[src/bep_pkg.sv]
// Shared types and constants for the band envelope / peak hold block.
// No dependencies; every other file in src imports this package.
`default_nettype none

package bep_pkg;

    localparam int BAND_W     = 5;
    localparam int LEVEL_W    = 16;
    localparam int CFG_IDX_W  = 2;
    localparam int CFG_DATA_W = 16;
    localparam int PROD_W     = 2 * (LEVEL_W + 1);

    localparam logic [LEVEL_W-1:0] ATTACK_RST  = 16'd65535;
    localparam logic [LEVEL_W-1:0] RELEASE_RST = 16'd8192;
    localparam logic [LEVEL_W-1:0] DECAY_RST   = 16'd655;
    localparam logic [LEVEL_W-1:0] LEVEL_MAX   = 16'hFFFF;

    typedef enum logic [CFG_IDX_W-1:0] {
        CFG_ATTACK  = 2'd0,
        CFG_RELEASE = 2'd1,
        CFG_DECAY   = 2'd2
    } t_cfg_idx;

    typedef struct packed {
        logic [LEVEL_W-1:0] attack_coeff;
        logic [LEVEL_W-1:0] release_coeff;
        logic [LEVEL_W-1:0] peak_decay_step;
    } t_cfg;

    // One store entry: held peak and smoothed level of a band.
    typedef struct packed {
        logic [LEVEL_W-1:0] peak;
        logic [LEVEL_W-1:0] level;
    } t_env;

endpackage

`default_nettype wire

[src/bep_in_if.sv]
// Input channel: band index and target level with valid/ready.
// Depends on bep_pkg for field widths.
`default_nettype none

interface bep_in_if;
    import bep_pkg::*;

    logic               valid;
    logic               ready;
    logic [BAND_W-1:0]  band_index;
    logic [LEVEL_W-1:0] target_level;

    modport source (output valid, output band_index, output target_level, input ready);
    modport sink   (input valid, input band_index, input target_level, output ready);
endinterface

`default_nettype wire

[src/bep_out_if.sv]
// Result channel: band, smoothed level and held peak with valid/ready.
// Depends on bep_pkg for field widths.
`default_nettype none

interface bep_out_if;
    import bep_pkg::*;

    logic               valid;
    logic               ready;
    logic [BAND_W-1:0]  band_out;
    logic [LEVEL_W-1:0] smoothed_level;
    logic [LEVEL_W-1:0] held_peak;

    modport source (output valid, output band_out, output smoothed_level, output held_peak,
                    input ready);
    modport sink   (input valid, input band_out, input smoothed_level, input held_peak,
                    output ready);
endinterface

`default_nettype wire

[src/bep_cfg_regs.sv]
// Configuration registers: attack, release and peak decay step.
// Depends on bep_pkg.
`default_nettype none

module bep_cfg_regs (
    input  logic                             i_clk,
    input  logic                             i_rst_n,
    input  logic                             i_cfg_we,
    input  logic [bep_pkg::CFG_IDX_W-1:0]    i_cfg_idx,
    input  logic [bep_pkg::CFG_DATA_W-1:0]   i_cfg_data,
    output bep_pkg::t_cfg                    o_cfg
);
    import bep_pkg::*;

    t_cfg r_cfg;

    always_ff @(posedge i_clk) begin
        if (!i_rst_n) begin
            r_cfg.attack_coeff    <= ATTACK_RST;
            r_cfg.release_coeff   <= RELEASE_RST;
            r_cfg.peak_decay_step <= DECAY_RST;
        end else if (i_cfg_we) begin
            case (i_cfg_idx)
                CFG_ATTACK:  r_cfg.attack_coeff    <= i_cfg_data;
                CFG_RELEASE: r_cfg.release_coeff   <= i_cfg_data;
                CFG_DECAY:   r_cfg.peak_decay_step <= i_cfg_data;
                default: ;
            endcase
        end
    end

    assign o_cfg = r_cfg;

endmodule

`default_nettype wire

[src/bep_env_mem.sv]
// Per-band state memory {peak, level}: one write port, one registered read port,
// and a clearing sweep after reset. Depends on bep_pkg.
`default_nettype none

module bep_env_mem #(
    parameter int BANDS = 32,
    parameter int AW    = 5
) (
    input  logic             i_clk,
    input  logic             i_rst_n,
    input  logic             i_rd_en,
    input  logic [AW-1:0]    i_rd_addr,
    output bep_pkg::t_env    o_rd_data,
    input  logic             i_wr_en,
    input  logic [AW-1:0]    i_wr_addr,
    input  bep_pkg::t_env    i_wr_data,
    output logic             o_clearing
);
    import bep_pkg::*;

    t_env          r_mem [BANDS];
    t_env          r_rd_data;
    logic          r_clearing;
    logic [AW-1:0] r_clr_addr;

    always_ff @(posedge i_clk) begin
        if (!i_rst_n) begin
            r_clearing <= 1'b1;
            r_clr_addr <= '0;
        end else if (r_clearing) begin
            if (r_clr_addr == AW'(BANDS - 1)) begin
                r_clearing <= 1'b0;
            end
            r_clr_addr <= r_clr_addr + 1'b1;
        end
    end

    always_ff @(posedge i_clk) begin
        if (r_clearing) begin
            r_mem[r_clr_addr] <= '0;
        end else if (i_wr_en) begin
            r_mem[i_wr_addr] <= i_wr_data;
        end
    end

    // Read-during-write to the same entry returns the old data; caller forwards.
    always_ff @(posedge i_clk) begin
        if (i_rd_en) begin
            r_rd_data <= r_mem[i_rd_addr];
        end
    end

    assign o_rd_data  = r_rd_data;
    assign o_clearing = r_clearing;

endmodule

`default_nettype wire

[src/bep_update.sv]
// Envelope update datapath: multiply stage into a product register, then step,
// clamp and peak merge. Depends on bep_pkg.
`default_nettype none

module bep_update (
    input  logic                          i_clk,
    input  logic                          i_rst_n,
    input  bep_pkg::t_cfg                 i_cfg,
    input  logic                          i_load,
    input  logic [bep_pkg::BAND_W-1:0]    i_band,
    input  logic [bep_pkg::LEVEL_W-1:0]   i_target,
    input  bep_pkg::t_env                 i_env,
    input  logic                          i_advance,
    output logic                          o_valid,
    output logic [bep_pkg::BAND_W-1:0]    o_band,
    output bep_pkg::t_env                 o_env
);
    import bep_pkg::*;

    logic                      w_rise;
    logic [LEVEL_W-1:0]        w_coeff;
    logic signed [LEVEL_W:0]   w_diff;
    logic signed [PROD_W-1:0]  w_prod;
    logic [LEVEL_W-1:0]        w_decayed;

    logic                      r_valid;
    logic [BAND_W-1:0]         r_band;
    logic [LEVEL_W-1:0]        r_level;
    logic [LEVEL_W-1:0]        r_decayed;
    logic signed [PROD_W-1:0]  r_prod;

    logic signed [LEVEL_W+1:0] w_step;
    logic signed [LEVEL_W+2:0] w_sum;
    logic [LEVEL_W-1:0]        w_next;
    logic [LEVEL_W-1:0]        w_peak;

    // multiply stage
    always_comb begin
        w_rise    = i_target > i_env.level;
        w_coeff   = w_rise ? i_cfg.attack_coeff : i_cfg.release_coeff;
        w_diff    = $signed({1'b0, i_target}) - $signed({1'b0, i_env.level});
        w_prod    = $signed({1'b0, w_coeff}) * w_diff;
        w_decayed = (i_env.peak > i_cfg.peak_decay_step) ?
                    i_env.peak - i_cfg.peak_decay_step : '0;
    end

    always_ff @(posedge i_clk) begin
        if (!i_rst_n) begin
            r_valid <= 1'b0;
        end else if (i_load) begin
            r_valid <= 1'b1;
        end else if (i_advance) begin
            r_valid <= 1'b0;
        end
    end

    always_ff @(posedge i_clk) begin
        if (i_load) begin
            r_band    <= i_band;
            r_level   <= i_env.level;
            r_decayed <= w_decayed;
            r_prod    <= w_prod;
        end
    end

    // upper bits of the product are the floor of p / 2^16
    always_comb begin
        w_step = r_prod[PROD_W-1:LEVEL_W];
        w_sum  = $signed({3'b000, r_level}) + $signed({w_step[LEVEL_W+1], w_step});
        if (w_sum[LEVEL_W+2]) begin
            w_next = '0;
        end else if (w_sum[LEVEL_W+1:LEVEL_W] != 2'b00) begin
            w_next = LEVEL_MAX;
        end else begin
            w_next = w_sum[LEVEL_W-1:0];
        end
        w_peak = (w_next > r_decayed) ? w_next : r_decayed;
    end

    assign o_valid     = r_valid;
    assign o_band      = r_band;
    assign o_env.level = w_next;
    assign o_env.peak  = w_peak;

endmodule

`default_nettype wire

[src/band_envelope_peak_hold.sv]
// Per-band attack/release envelope follower with decaying peak hold.
// A result passes the read stage, the product register of the update and the output register.
// Throughput: one item per cycle while the output is not stalled; an item for the same band as
// the item just before it waits for that item's write-back (read-modify-write loop of the memory).
// Reset: synchronous; after reset the state memory is cleared entry by entry, during
// which no item is taken. Configuration writes are taken at any time.
`default_nettype none

module band_envelope_peak_hold #(
    parameter int BANDS = 32
) (
    input  logic                            i_clk,
    input  logic                            i_rst_n,
    bep_in_if.sink                          i_in,
    bep_out_if.source                       o_out,
    input  logic                            i_cfg_we,
    input  logic [bep_pkg::CFG_IDX_W-1:0]   i_cfg_idx,
    input  logic [bep_pkg::CFG_DATA_W-1:0]  i_cfg_data
);
    import bep_pkg::*;

    localparam int AW = (BANDS > 1) ? $clog2(BANDS) : 1;

    t_cfg               w_cfg;
    logic               w_clearing;
    t_env               w_rd_data;

    logic               r_s1_valid;
    logic [BAND_W-1:0]  r_s1_band;
    logic [LEVEL_W-1:0] r_s1_target;
    logic               r_s1_fwd_valid;
    t_env               r_s1_fwd;
    t_env               w_s1_env;

    logic               w_p_valid;
    logic [BAND_W-1:0]  w_p_band;
    t_env               w_p_env;

    logic               r_o_valid;
    logic [BAND_W-1:0]  r_o_band;
    t_env               r_o_env;

    logic               w_o_free;
    logic               w_p_go;
    logic               w_p_free;
    logic               w_hazard;
    logic               w_s1_go;
    logic               w_s1_free;
    logic               w_in_ready;
    logic               w_in_ok;
    logic               w_load_s1;

    bep_cfg_regs u_cfg (
        .i_clk      (i_clk),
        .i_rst_n    (i_rst_n),
        .i_cfg_we   (i_cfg_we),
        .i_cfg_idx  (i_cfg_idx),
        .i_cfg_data (i_cfg_data),
        .o_cfg      (w_cfg)
    );

    // pipeline control
    always_comb begin
        w_o_free   = !r_o_valid || o_out.ready;
        w_p_go     = w_p_valid && w_o_free;
        w_p_free   = !w_p_valid || w_o_free;
        w_hazard   = w_p_valid && (w_p_band == r_s1_band);
        w_s1_go    = r_s1_valid && w_p_free && !w_hazard;
        w_s1_free  = !r_s1_valid || w_s1_go;
        w_in_ready = w_s1_free && !w_clearing;
        w_in_ok    = 32'(i_in.band_index) < BANDS;
        w_load_s1  = i_in.valid && w_in_ready && w_in_ok;
    end

    bep_env_mem #(
        .BANDS (BANDS),
        .AW    (AW)
    ) u_mem (
        .i_clk      (i_clk),
        .i_rst_n    (i_rst_n),
        .i_rd_en    (w_load_s1),
        .i_rd_addr  (AW'(i_in.band_index)),
        .o_rd_data  (w_rd_data),
        .i_wr_en    (w_p_go),
        .i_wr_addr  (AW'(w_p_band)),
        .i_wr_data  (w_p_env),
        .o_clearing (w_clearing)
    );

    // read stage; snoops write-backs to its band that land after the read
    always_ff @(posedge i_clk) begin
        if (!i_rst_n) begin
            r_s1_valid     <= 1'b0;
            r_s1_fwd_valid <= 1'b0;
        end else begin
            if (w_load_s1) begin
                r_s1_valid     <= 1'b1;
                r_s1_fwd_valid <= w_p_go && (w_p_band == i_in.band_index);
            end else begin
                if (w_s1_go) begin
                    r_s1_valid <= 1'b0;
                end
                if (r_s1_valid && w_p_go && (w_p_band == r_s1_band)) begin
                    r_s1_fwd_valid <= 1'b1;
                end
            end
        end
    end

    always_ff @(posedge i_clk) begin
        if (w_load_s1) begin
            r_s1_band   <= i_in.band_index;
            r_s1_target <= i_in.target_level;
            r_s1_fwd    <= w_p_env;
        end else if (r_s1_valid && w_p_go && (w_p_band == r_s1_band)) begin
            r_s1_fwd    <= w_p_env;
        end
    end

    assign w_s1_env = r_s1_fwd_valid ? r_s1_fwd : w_rd_data;

    bep_update u_update (
        .i_clk     (i_clk),
        .i_rst_n   (i_rst_n),
        .i_cfg     (w_cfg),
        .i_load    (w_s1_go),
        .i_band    (r_s1_band),
        .i_target  (r_s1_target),
        .i_env     (w_s1_env),
        .i_advance (w_p_go),
        .o_valid   (w_p_valid),
        .o_band    (w_p_band),
        .o_env     (w_p_env)
    );

    // output register
    always_ff @(posedge i_clk) begin
        if (!i_rst_n) begin
            r_o_valid <= 1'b0;
        end else if (w_p_go) begin
            r_o_valid <= 1'b1;
        end else if (o_out.ready) begin
            r_o_valid <= 1'b0;
        end
    end

    always_ff @(posedge i_clk) begin
        if (w_p_go) begin
            r_o_band <= w_p_band;
            r_o_env  <= w_p_env;
        end
    end

    assign i_in.ready           = w_in_ready;
    assign o_out.valid          = r_o_valid;
    assign o_out.band_out       = r_o_band;
    assign o_out.smoothed_level = r_o_env.level;
    assign o_out.held_peak      = r_o_env.peak;

`ifndef SYNTHESIS
    a_clear_empty: assert property (@(posedge i_clk) disable iff (!i_rst_n)
        w_clearing |-> !r_s1_valid && !w_p_valid && !r_o_valid)
        else $error("items in flight during memory clear");

    a_fwd_capture: assert property (@(posedge i_clk) disable iff (!i_rst_n)
        r_s1_valid && !w_s1_go && w_p_go && (w_p_band == r_s1_band) |=> r_s1_fwd_valid)
        else $error("write-back to waiting band not forwarded");

    a_out_source: assert property (@(posedge i_clk) disable iff (!i_rst_n)
        $rose(r_o_valid) |-> $past(w_p_go))
        else $error("result appeared without a write-back");

    a_peak_ge_level: assert property (@(posedge i_clk) disable iff (!i_rst_n)
        r_o_valid |-> r_o_env.peak >= r_o_env.level)
        else $error("held peak below smoothed level");
`endif

endmodule

`default_nettype wire

[src/flat_wrapper.sv]
// flat-port wrapper written by rule: the top's interface ports become plain ports
module band_envelope_peak_hold_flat import bep_pkg::*;
#(
    parameter int BANDS = 32
)
  (i_clk, i_rst_n, i_cfg_we, i_cfg_idx, i_cfg_data, i_in_valid, i_in_band_index, i_in_target_level, i_in_ready, o_out_valid, o_out_band_out, o_out_smoothed_level, o_out_held_peak, o_out_ready);
  bep_in_if i_in_i ();
  bep_out_if o_out_i ();
  input  logic i_clk;
  input  logic i_rst_n;
  input  logic i_cfg_we;
  input  logic [bep_pkg::CFG_IDX_W-1:0] i_cfg_idx;
  input  logic [bep_pkg::CFG_DATA_W-1:0] i_cfg_data;
  input wire logic [$bits(i_in_i.valid)-1:0] i_in_valid;
  input wire logic [$bits(i_in_i.band_index)-1:0] i_in_band_index;
  input wire logic [$bits(i_in_i.target_level)-1:0] i_in_target_level;
  output wire logic [$bits(i_in_i.ready)-1:0] i_in_ready;
  output wire logic [$bits(o_out_i.valid)-1:0] o_out_valid;
  output wire logic [$bits(o_out_i.band_out)-1:0] o_out_band_out;
  output wire logic [$bits(o_out_i.smoothed_level)-1:0] o_out_smoothed_level;
  output wire logic [$bits(o_out_i.held_peak)-1:0] o_out_held_peak;
  input wire logic [$bits(o_out_i.ready)-1:0] o_out_ready;
  assign i_in_i.valid = i_in_valid;
  assign i_in_i.band_index = i_in_band_index;
  assign i_in_i.target_level = i_in_target_level;
  assign i_in_ready = i_in_i.ready;
  assign o_out_valid = o_out_i.valid;
  assign o_out_band_out = o_out_i.band_out;
  assign o_out_smoothed_level = o_out_i.smoothed_level;
  assign o_out_held_peak = o_out_i.held_peak;
  assign o_out_i.ready = o_out_ready;
  band_envelope_peak_hold #(.BANDS(BANDS)) u_core (.i_clk(i_clk), .i_rst_n(i_rst_n), .i_in(i_in_i), .o_out(o_out_i), .i_cfg_we(i_cfg_we), .i_cfg_idx(i_cfg_idx), .i_cfg_data(i_cfg_data));
endmodule
[config.mk]
export PLATFORM = sky130hd
export DESIGN_NAME = band_envelope_peak_hold_flat
export DESIGN_NICKNAME = d
export VERILOG_FILES = /design/src/bep_pkg.sv /design/src/bep_in_if.sv /design/src/bep_out_if.sv /design/src/bep_cfg_regs.sv /design/src/bep_env_mem.sv /design/src/bep_update.sv /design/src/band_envelope_peak_hold.sv /design/src/flat_wrapper.sv
export SDC_FILE = /design/constraint.sdc
export NUM_CORES = 2
export LEC_CHECK = 0
export ABC_AREA = 1
export BUFFER_PORTS_ARGS = -buffer_cell sky130_fd_sc_hd__buf_2
export CAP_MARGIN = 30
export CORE_UTILIZATION = 53
export DETAILED_ROUTE_END_ITERATION = 10
export HOLD_SLACK_MARGIN = 0.03
export PLACE_DENSITY = 0.69
export SYNTH_ARGS = -nofsm -noshare
export SYNTH_HDL_FRONTEND = slang
export SYNTH_SLANG_ARGS = --single-unit
[constraint.sdc]
create_clock -name i_clk -period 9.5 [get_ports i_clk]
set_clock_uncertainty 0.1 [all_clocks]
set_input_delay 1.9 -clock i_clk [delete_from_list [all_inputs] [get_ports i_clk]]
set_output_delay 1.9 -clock i_clk [all_outputs]
set_load 0.02 [all_outputs]
Word level (Yosys, flattened, before mapping)
Memories as Yosys holds them, arrays and structs flattened. A register that Yosys moved wholly into a read port is not among the register bits. Cells that the tools add are included.

RAM bits: 1024. Bits of input ports: 44. ROM bits: 0. Memories kept: 1. Register bits after elaboration: 219. Latch bits: 0.

Memory list: u_core.u_mem.r_mem (words 32, width 32, rd ports 1, clocked after Yosys merged registers in 1, wr ports 1, RTL line bep_env_mem.sv:21) `t_env r_mem [BANDS];`.

Shift operators: 0. Add/subtract/negate cells: 4. $lt $le $gt $ge: 3. Reductions and logical operators: 27. Multiply operators: 1. Bitwise operators: 0. Divide/modulo/power cells: 0. Equal/unequal tests: 5. Muxes and demuxes: 25.

Operators by type and width (number): 2-to-1 mux 32 bit (4); 2-to-1 mux 16 bit (4); > comparator 16 bit (3); multiplier 17 x 17 -> 34 bit (1); OR reduction 32 bit (1); adder 17 x 18 -> 19 bit (1); subtractor 16 x 16 -> 17 bit (1); 2-to-1 mux 1 bit (16); subtractor 16 bit (1); equality test 5 bit (2); nonzero test 2 bit (5); logical AND 1 bit (9); AND reduction 2 bit (3); adder 5 x 1 -> 5 bit, second input constant (1); equality test 5 bit, second input constant (1); zero test 1 bit (5); 2-to-1 mux 5 bit (1); logical OR 1 bit (3); equality test 2 x 1 -> 1 bit, second input constant (1); equality test 2 bit, second input constant (1); zero test 2 bit (1).

Depth between registers and ports, before layout
Depth in word-level cells: 9. Mapped depth: 43.

By module
A second synthesis with hierarchy kept.

Cells, all modules: 5969. Area, all modules: 63118.0 µm².

By module, submodules not included: bep_env_mem (area an instance 43240.2 µm², cells an instance 3653, times used 1, sequential area each 31830.5 µm²); bep_update (area an instance 14542.7 µm², cells an instance 1866, times used 1, sequential area each 1671.6 µm²); band_envelope_peak_hold (area an instance 3452.1 µm², cells an instance 186, times used 1, sequential area each 2762.6 µm²); bep_cfg_regs (area an instance 1883.1 µm², cells an instance 264, times used 1, sequential area each 960.9 µm²).

Least setup slack after synthesis
No wires, ideal clock.

Kind: reg2reg. Start point: reg u_core.r_s1_fwd_valid. End point: reg u_core.u_update.r_prod[27] (data pin). Cell stages (with the launch flop): 40. Data arrival time: 7.163 ns. Slack: 1.984 ns. Cells stage by stage: dfxtp_1 -> buf_1 -> buf_1 -> nand2_1 -> o21ai_0 -> ha_1 -> nand2_1 -> nor2_1 -> nand3_1 -> nand3_2 -> nand2_1 -> nand2_1 -> nand2_1 -> buf_6 -> buf_6 -> nand2_1 -> o21ai_2 -> inv_2 -> (+4 left out) -> fa_1 -> fa_1 -> inv_1 -> fa_1 -> fa_1 -> inv_1 -> fa_1 -> inv_1 -> ha_1 -> a21oi_1 -> inv_1 -> a21oi_1 -> a21boi_0 -> o21ai_0 -> a21oi_1 -> nand2_1 -> nand2_1 -> nand2_1.

Word-level cells in the longest chain between the ends: 4. Elaborated cells between the ends (all ways): 5. Classes of those cells: 1 x add/sub; 1 x mul; 1 x order compare; 2 x mux.

Ends and longest elaborated chain: from (decl) (RTL line band_envelope_peak_hold.sv:31) `logic r_s1_fwd_valid;`; from (signal assigned) (RTL line band_envelope_peak_hold.sv:98) `r_s1_fwd_valid <= w_p_go && (w_p_band == i_in.band_index);`; 2-to-1 mux 32 bit * (RTL line band_envelope_peak_hold.sv:120) `assign w_s1_env = r_s1_fwd_valid ? r_s1_fwd : w_rd_data;`; > comparator 16 bit (RTL line bep_update.sv:39) `w_rise = i_target > i_env.level;`; 2-to-1 mux 16 bit (RTL line bep_update.sv:40) `w_coeff = w_rise ? i_cfg.attack_coeff : i_cfg.release_coeff;`; multiplier 17 x 17 -> 34 bit * (RTL line bep_update.sv:42) `w_prod = $signed({1'b0, w_coeff}) * w_diff;`; net u_core.u_update.w_prod[27] (RTL line bep_update.sv:23) `logic signed [PROD_W-1:0] w_prod;`; to (signal assigned) (RTL line bep_update.sv:62) `r_prod <= w_prod;`; to (decl) (RTL line bep_update.sv:30) `logic signed [PROD_W-1:0] r_prod;`.

The timed path passes the listed nets; every way through them passes the cells marked *. A chain may end at the register's enable or synchronous reset.

==> flow_metrics.py <==
metrics = {
    "run_status": {
        "status": "finished clean",
    },
    "route": {
        "vias": 41806,
        "drt-wirelength-per-cell_um": 25.7,
        "vias_per_cell": 6.10,
        "drt_wl_total_um": 176000,
        "drtIter0Drc": 5041,
        "ant_nets": 0,
        "drc": 0,
        "drt_pass1_iterations": 6,
    },
    "logic_synthesis": {
        "yosysWarningCount": 0,
        "async_reset_ff_share_pct": 0,
        "synth_edf_count": 1201,
        "ys_ff_latch": 1259,
        "synth_cell_types": 58,
        "synth_compound_area_share_pct": 11.6,
        "yosys.area_share.adder_pct": 10.9,
        "yosys.area_share.simple_pct": 9.96,
        "synthesis.area_sq_mm": 0.0606,
        "synth-xor-area-share_pct": 0.731,
        "syn_nets": 5654,
        "synth_top_family_by_area": "compound AO/OA/AOI/OAI gates",
        "synth_top_area_share_pct": 59.5,
        "synth_top_area_cell": "edfxtp_1",
        "post_synth.cell_area_avg_sq_um": 11.6,
        "synth_cells": 5209,
        "yosys-top-cells-area": "edfxtp_1 60%, fa_1 7.0%, nor2_1 5.6%",
        "yosysSeqAreaShare_pct": 61.4,
        "yosys_most_used_dff": "edfxtp_1",
        "synth_mux_area_share_pct": 0.295,
    },
    "timing": {
        "fin_crit_ps": 8540,
        "setup_slack_ps": 957,
        "relSlewSlack_pct": 30.5,
        "max_freq_mhz": 117,
        "rsz0062_at_grt": "false",
        "setup_tns_ps": 0,
        "worstMarginPinSlew_ps": 1040,
        "hold_violations": 0,
        "fin_crit_sh_pct": 89.9,
        "final_max_slew_viol_count": 0,
        "setup_viol": 0,
    },
    "global_routing": {
        "antenna_found_initial": 6,
        "grtUsageTotal_pct": 30.4,
        "grt_overflow": 0,
        "grt_max_degree": 181,
        "grt_pass1_wl_um": 261000,
        "grt_pass1_vias": 40546,
    },
    "layout": {
        "multi_input_area_sq_mm": 0.0206,
        "utilization_pct": 59.5,
        "area_growth_pct": 10.9,
        "regArea_sq_mm": 0.0372,
        "fin_cells": 6856,
        "fillers": 9071,
        "nets": 5702,
        "drive_above_1_share_pct": 9.36,
    },
    "power_and_ir_drop": {
        "power.leakage_uw": 0.0258,
        "internal-power_uw": 9540,
        "power_frac_comb_pct": 15.7,
        "p_sw_share_pct": 27.3,
        "pwr-share-clk_pct": 37.6,
        "vdd_drop_max_uv": 177,
        "switchingPower_uw": 3580,
        "seq_power_share_pct": 46.7,
        "p_per_area_mw_per_mm2": 195,
    },
    "floorplan": {
        "initial_utilization_pct": 53.6,
        "die_y_um": 340,
        "ios": 83,
        "dieArea_sq_mm": 0.116,
        "rows": 123,
        "core_area_sq_mm": 0.113,
        "die_w_um": 340,
    },
    "worst_setup_path": {
        "r2r_slack_ps": 960,
        "crit_slowest_cell": "fa_1",
        "cp.arrival_ps": 8900,
        "setup.worst_path.end_class": "flip-flop",
        "rr_endpoint": "u_core.u_update.r_prod[27]$_DFFE_PP_",
        "ff2ff_path_depth": 32,
        "crit_fanout": 29,
        "cpPeakStageDelay_ps": 580,
        "critPathTopFamily": "adder cells",
        "path_buf_inv": 8,
        "rr_startpoint": "u_core.r_s1_fwd_valid$_SDFFE_PN0P_",
        "cp.required_ps": 9860,
        "crit_type": "reg -> reg",
        "worst_setup_path_start_kind": "flip-flop",
    },
    "cts": {
        "path_clk_slew_ps": 60,
        "cts.hold.buffers_added": 0,
        "cts_tree": "built",
        "cts_buffer_depth": 3,
        "numCtsBuffers": 132,
        "clockRootBuffer": "clkbuf_16",
        "post_cts_resized": 0,
        "cts_max_level": 4,
        "clock_latency_ps": 750,
        "post_cts_buffers": 0,
        "clock_sinks": 1259,
    },
    "worst_hold_path": {
        "holdPathEnd": "u_core.u_cfg.o_cfg[6]$_SDFFE_PN0P_",
        "worstHoldPathCells": 2,
        "min_from": "u_core.u_cfg.o_cfg[6]$_SDFFE_PN0P_",
        "hp-class": "reg -> reg",
    },
    "placement": {
        "gp_routability_congestion": 1.01,
        "hpwl_um": 108000,
        "port_buffers": 82,
        "place_inst": 6623,
        "dpl_worst_slack_ps": 1120,
    },
    "run": {
        "drv_cap": 0,
    },
}
==> power groups by stage <==
stage | Sequential [uW] | Clock (uW) | Combinational [uW]
floorplan | 6240 | 0 | 1380
global placement | 6250 | 0 | 2020
detailed placement | 6250 | 0 | 2020
CTS | 6130 | 4970 | 2050
global route | 6130 | 5180 | 2310
finish | 6130 | 4930 | 2060
==> per-stage QoR <==
stage	power [uW]	hold WS, ps	area (sq um)
after CTS	13100	376	67200
after floorplan	7620	321	60600
final	13100	370	67200
after global placement	8260	347	63000
after detailed placement	8270	362	63100
after global routing	13600	389	67200
==> worst max-delay path by stage <==
stage	startpoint	to	slack (ps)	cells after the start
floorplan	u_core.r_s1_fwd_valid$_SDFFE_PN0P_	u_core.u_update.r_prod[27]$_DFFE_PP_	1980	39
global placement	u_core.r_s1_fwd_valid$_SDFFE_PN0P_	u_core.u_update.r_prod[27]$_DFFE_PP_	1110	32
detailed placement	u_core.r_s1_fwd_valid$_SDFFE_PN0P_	u_core.u_update.r_prod[27]$_DFFE_PP_	1120	32
CTS	u_core.r_s1_fwd_valid$_SDFFE_PN0P_	u_core.u_update.r_prod[27]$_DFFE_PP_	1050	32
global route	u_core.r_s1_fwd_valid$_SDFFE_PN0P_	u_core.u_update.r_prod[27]$_DFFE_PP_	420	33
finish	u_core.r_s1_fwd_valid$_SDFFE_PN0P_	u_core.u_update.r_prod[27]$_DFFE_PP_	960	32
==> cells in the mapped netlist, drive strengths merged, types with 2 or more instances <==
cell type     n
edfxtp     1201
nor2        908
o21ai       666
inv         519
nand2       423
clkbuf      240
fa          211
o221ai      194
ha          190
a21oi       125
nand3       120
o22ai        65
dfxtp        58
buf          37
a31oi        34
xor2         29
a32oi        27
nand4        22
o211ai       19
xnor2        19
nor3         18
mux2         15
or2          12
a21o          7
a211oi        6
o21a          6
nor4          5
o21bai        5
a21boi        4
and3          3
clkinv        3
nand3b        3
nor3b         3
a311oi        2
and2          2
o2111ai       2
==> area by class of cell <==
class,instances,area share [%]
Antenna cell,2,0.00744
Clock buffer,156,5.14
Clock inverter,75,0.927
Inverter,522,2.94
Multi-Input combinational cell,3151,30.7
Sequential cell,1259,55.4
Tap cell,1500,2.79
Timing Repair Buffer,191,2.11
==> layer usage <==
layer  GRT usage [%]  wire length, um  vias to the layer above
met5               0               26                        -
met1            41.5            69000                    20807
met3            4.32            15900                      362
met4            11.2             6750                        4
li1                -                -                    18487
met2            49.9            84800                     2146
==> placed cells by master (no fill, tap or decap), drive strengths merged, types with 3 or more instances in the layout <==
master,Yosys,final
a211oi,6,6
a21boi,4,4
a21o,7,7
a21oi,125,125
a31oi,34,34
a32oi,27,27
and3,3,3
buf,37,191
bufinv,0,5
clkbuf,240,156
clkinv,3,63
dfxtp,58,58
edfxtp,1201,1201
fa,211,211
ha,190,190
inv,519,527
mux2,15,15
nand2,423,423
nand3,120,120
nand3b,3,3
nand4,22,22
nor2,908,908
nor3,18,18
nor3b,3,3
nor4,5,5
o211ai,19,19
o21a,6,6
o21ai,666,666
o21bai,5,5
o221ai,194,194
o22ai,65,65
or2,12,12
xnor2,19,19
xor2,29,29
==> sequential cells by signal (all words and copies together), names as in the netlist <==
register	count
u_core.u_mem.r_mem	1024
u_core.u_cfg.o_cfg	48
u_core.r_s1_fwd	32
u_core.u_mem.o_rd_data	32
u_core.u_update.r_prod	18
u_core.o_out.held_peak	16
u_core.o_out.smoothed_level	16
u_core.r_s1_target	16
u_core.u_update.r_decayed	16
u_core.u_update.r_level	16
u_core.o_out.band_out	5
u_core.r_s1_band	5
u_core.u_mem.r_clr_addr	5
u_core.u_update.o_band	5
u_core.o_out.valid	1
u_core.r_s1_fwd_valid	1
u_core.r_s1_valid	1
u_core.u_mem.o_clearing	1
u_core.u_update.o_valid	1
==> logic make-up after synthesis <==
group,Yosys count
buffers and inverters,799
AND/OR/NAND/NOR,1519
adder cells (fa/ha/maj),401
multiplexers,16
AO/OA/AOI/OAI,1167
XOR/XNOR,48
flip-flops,1259
==> worst min-delay path: stages, from the launching register on <==
cell and delay [ps]:
dfxtp_1 300, inv_1 70, a21oi_1 60
(Power assumes the default switching activity.)
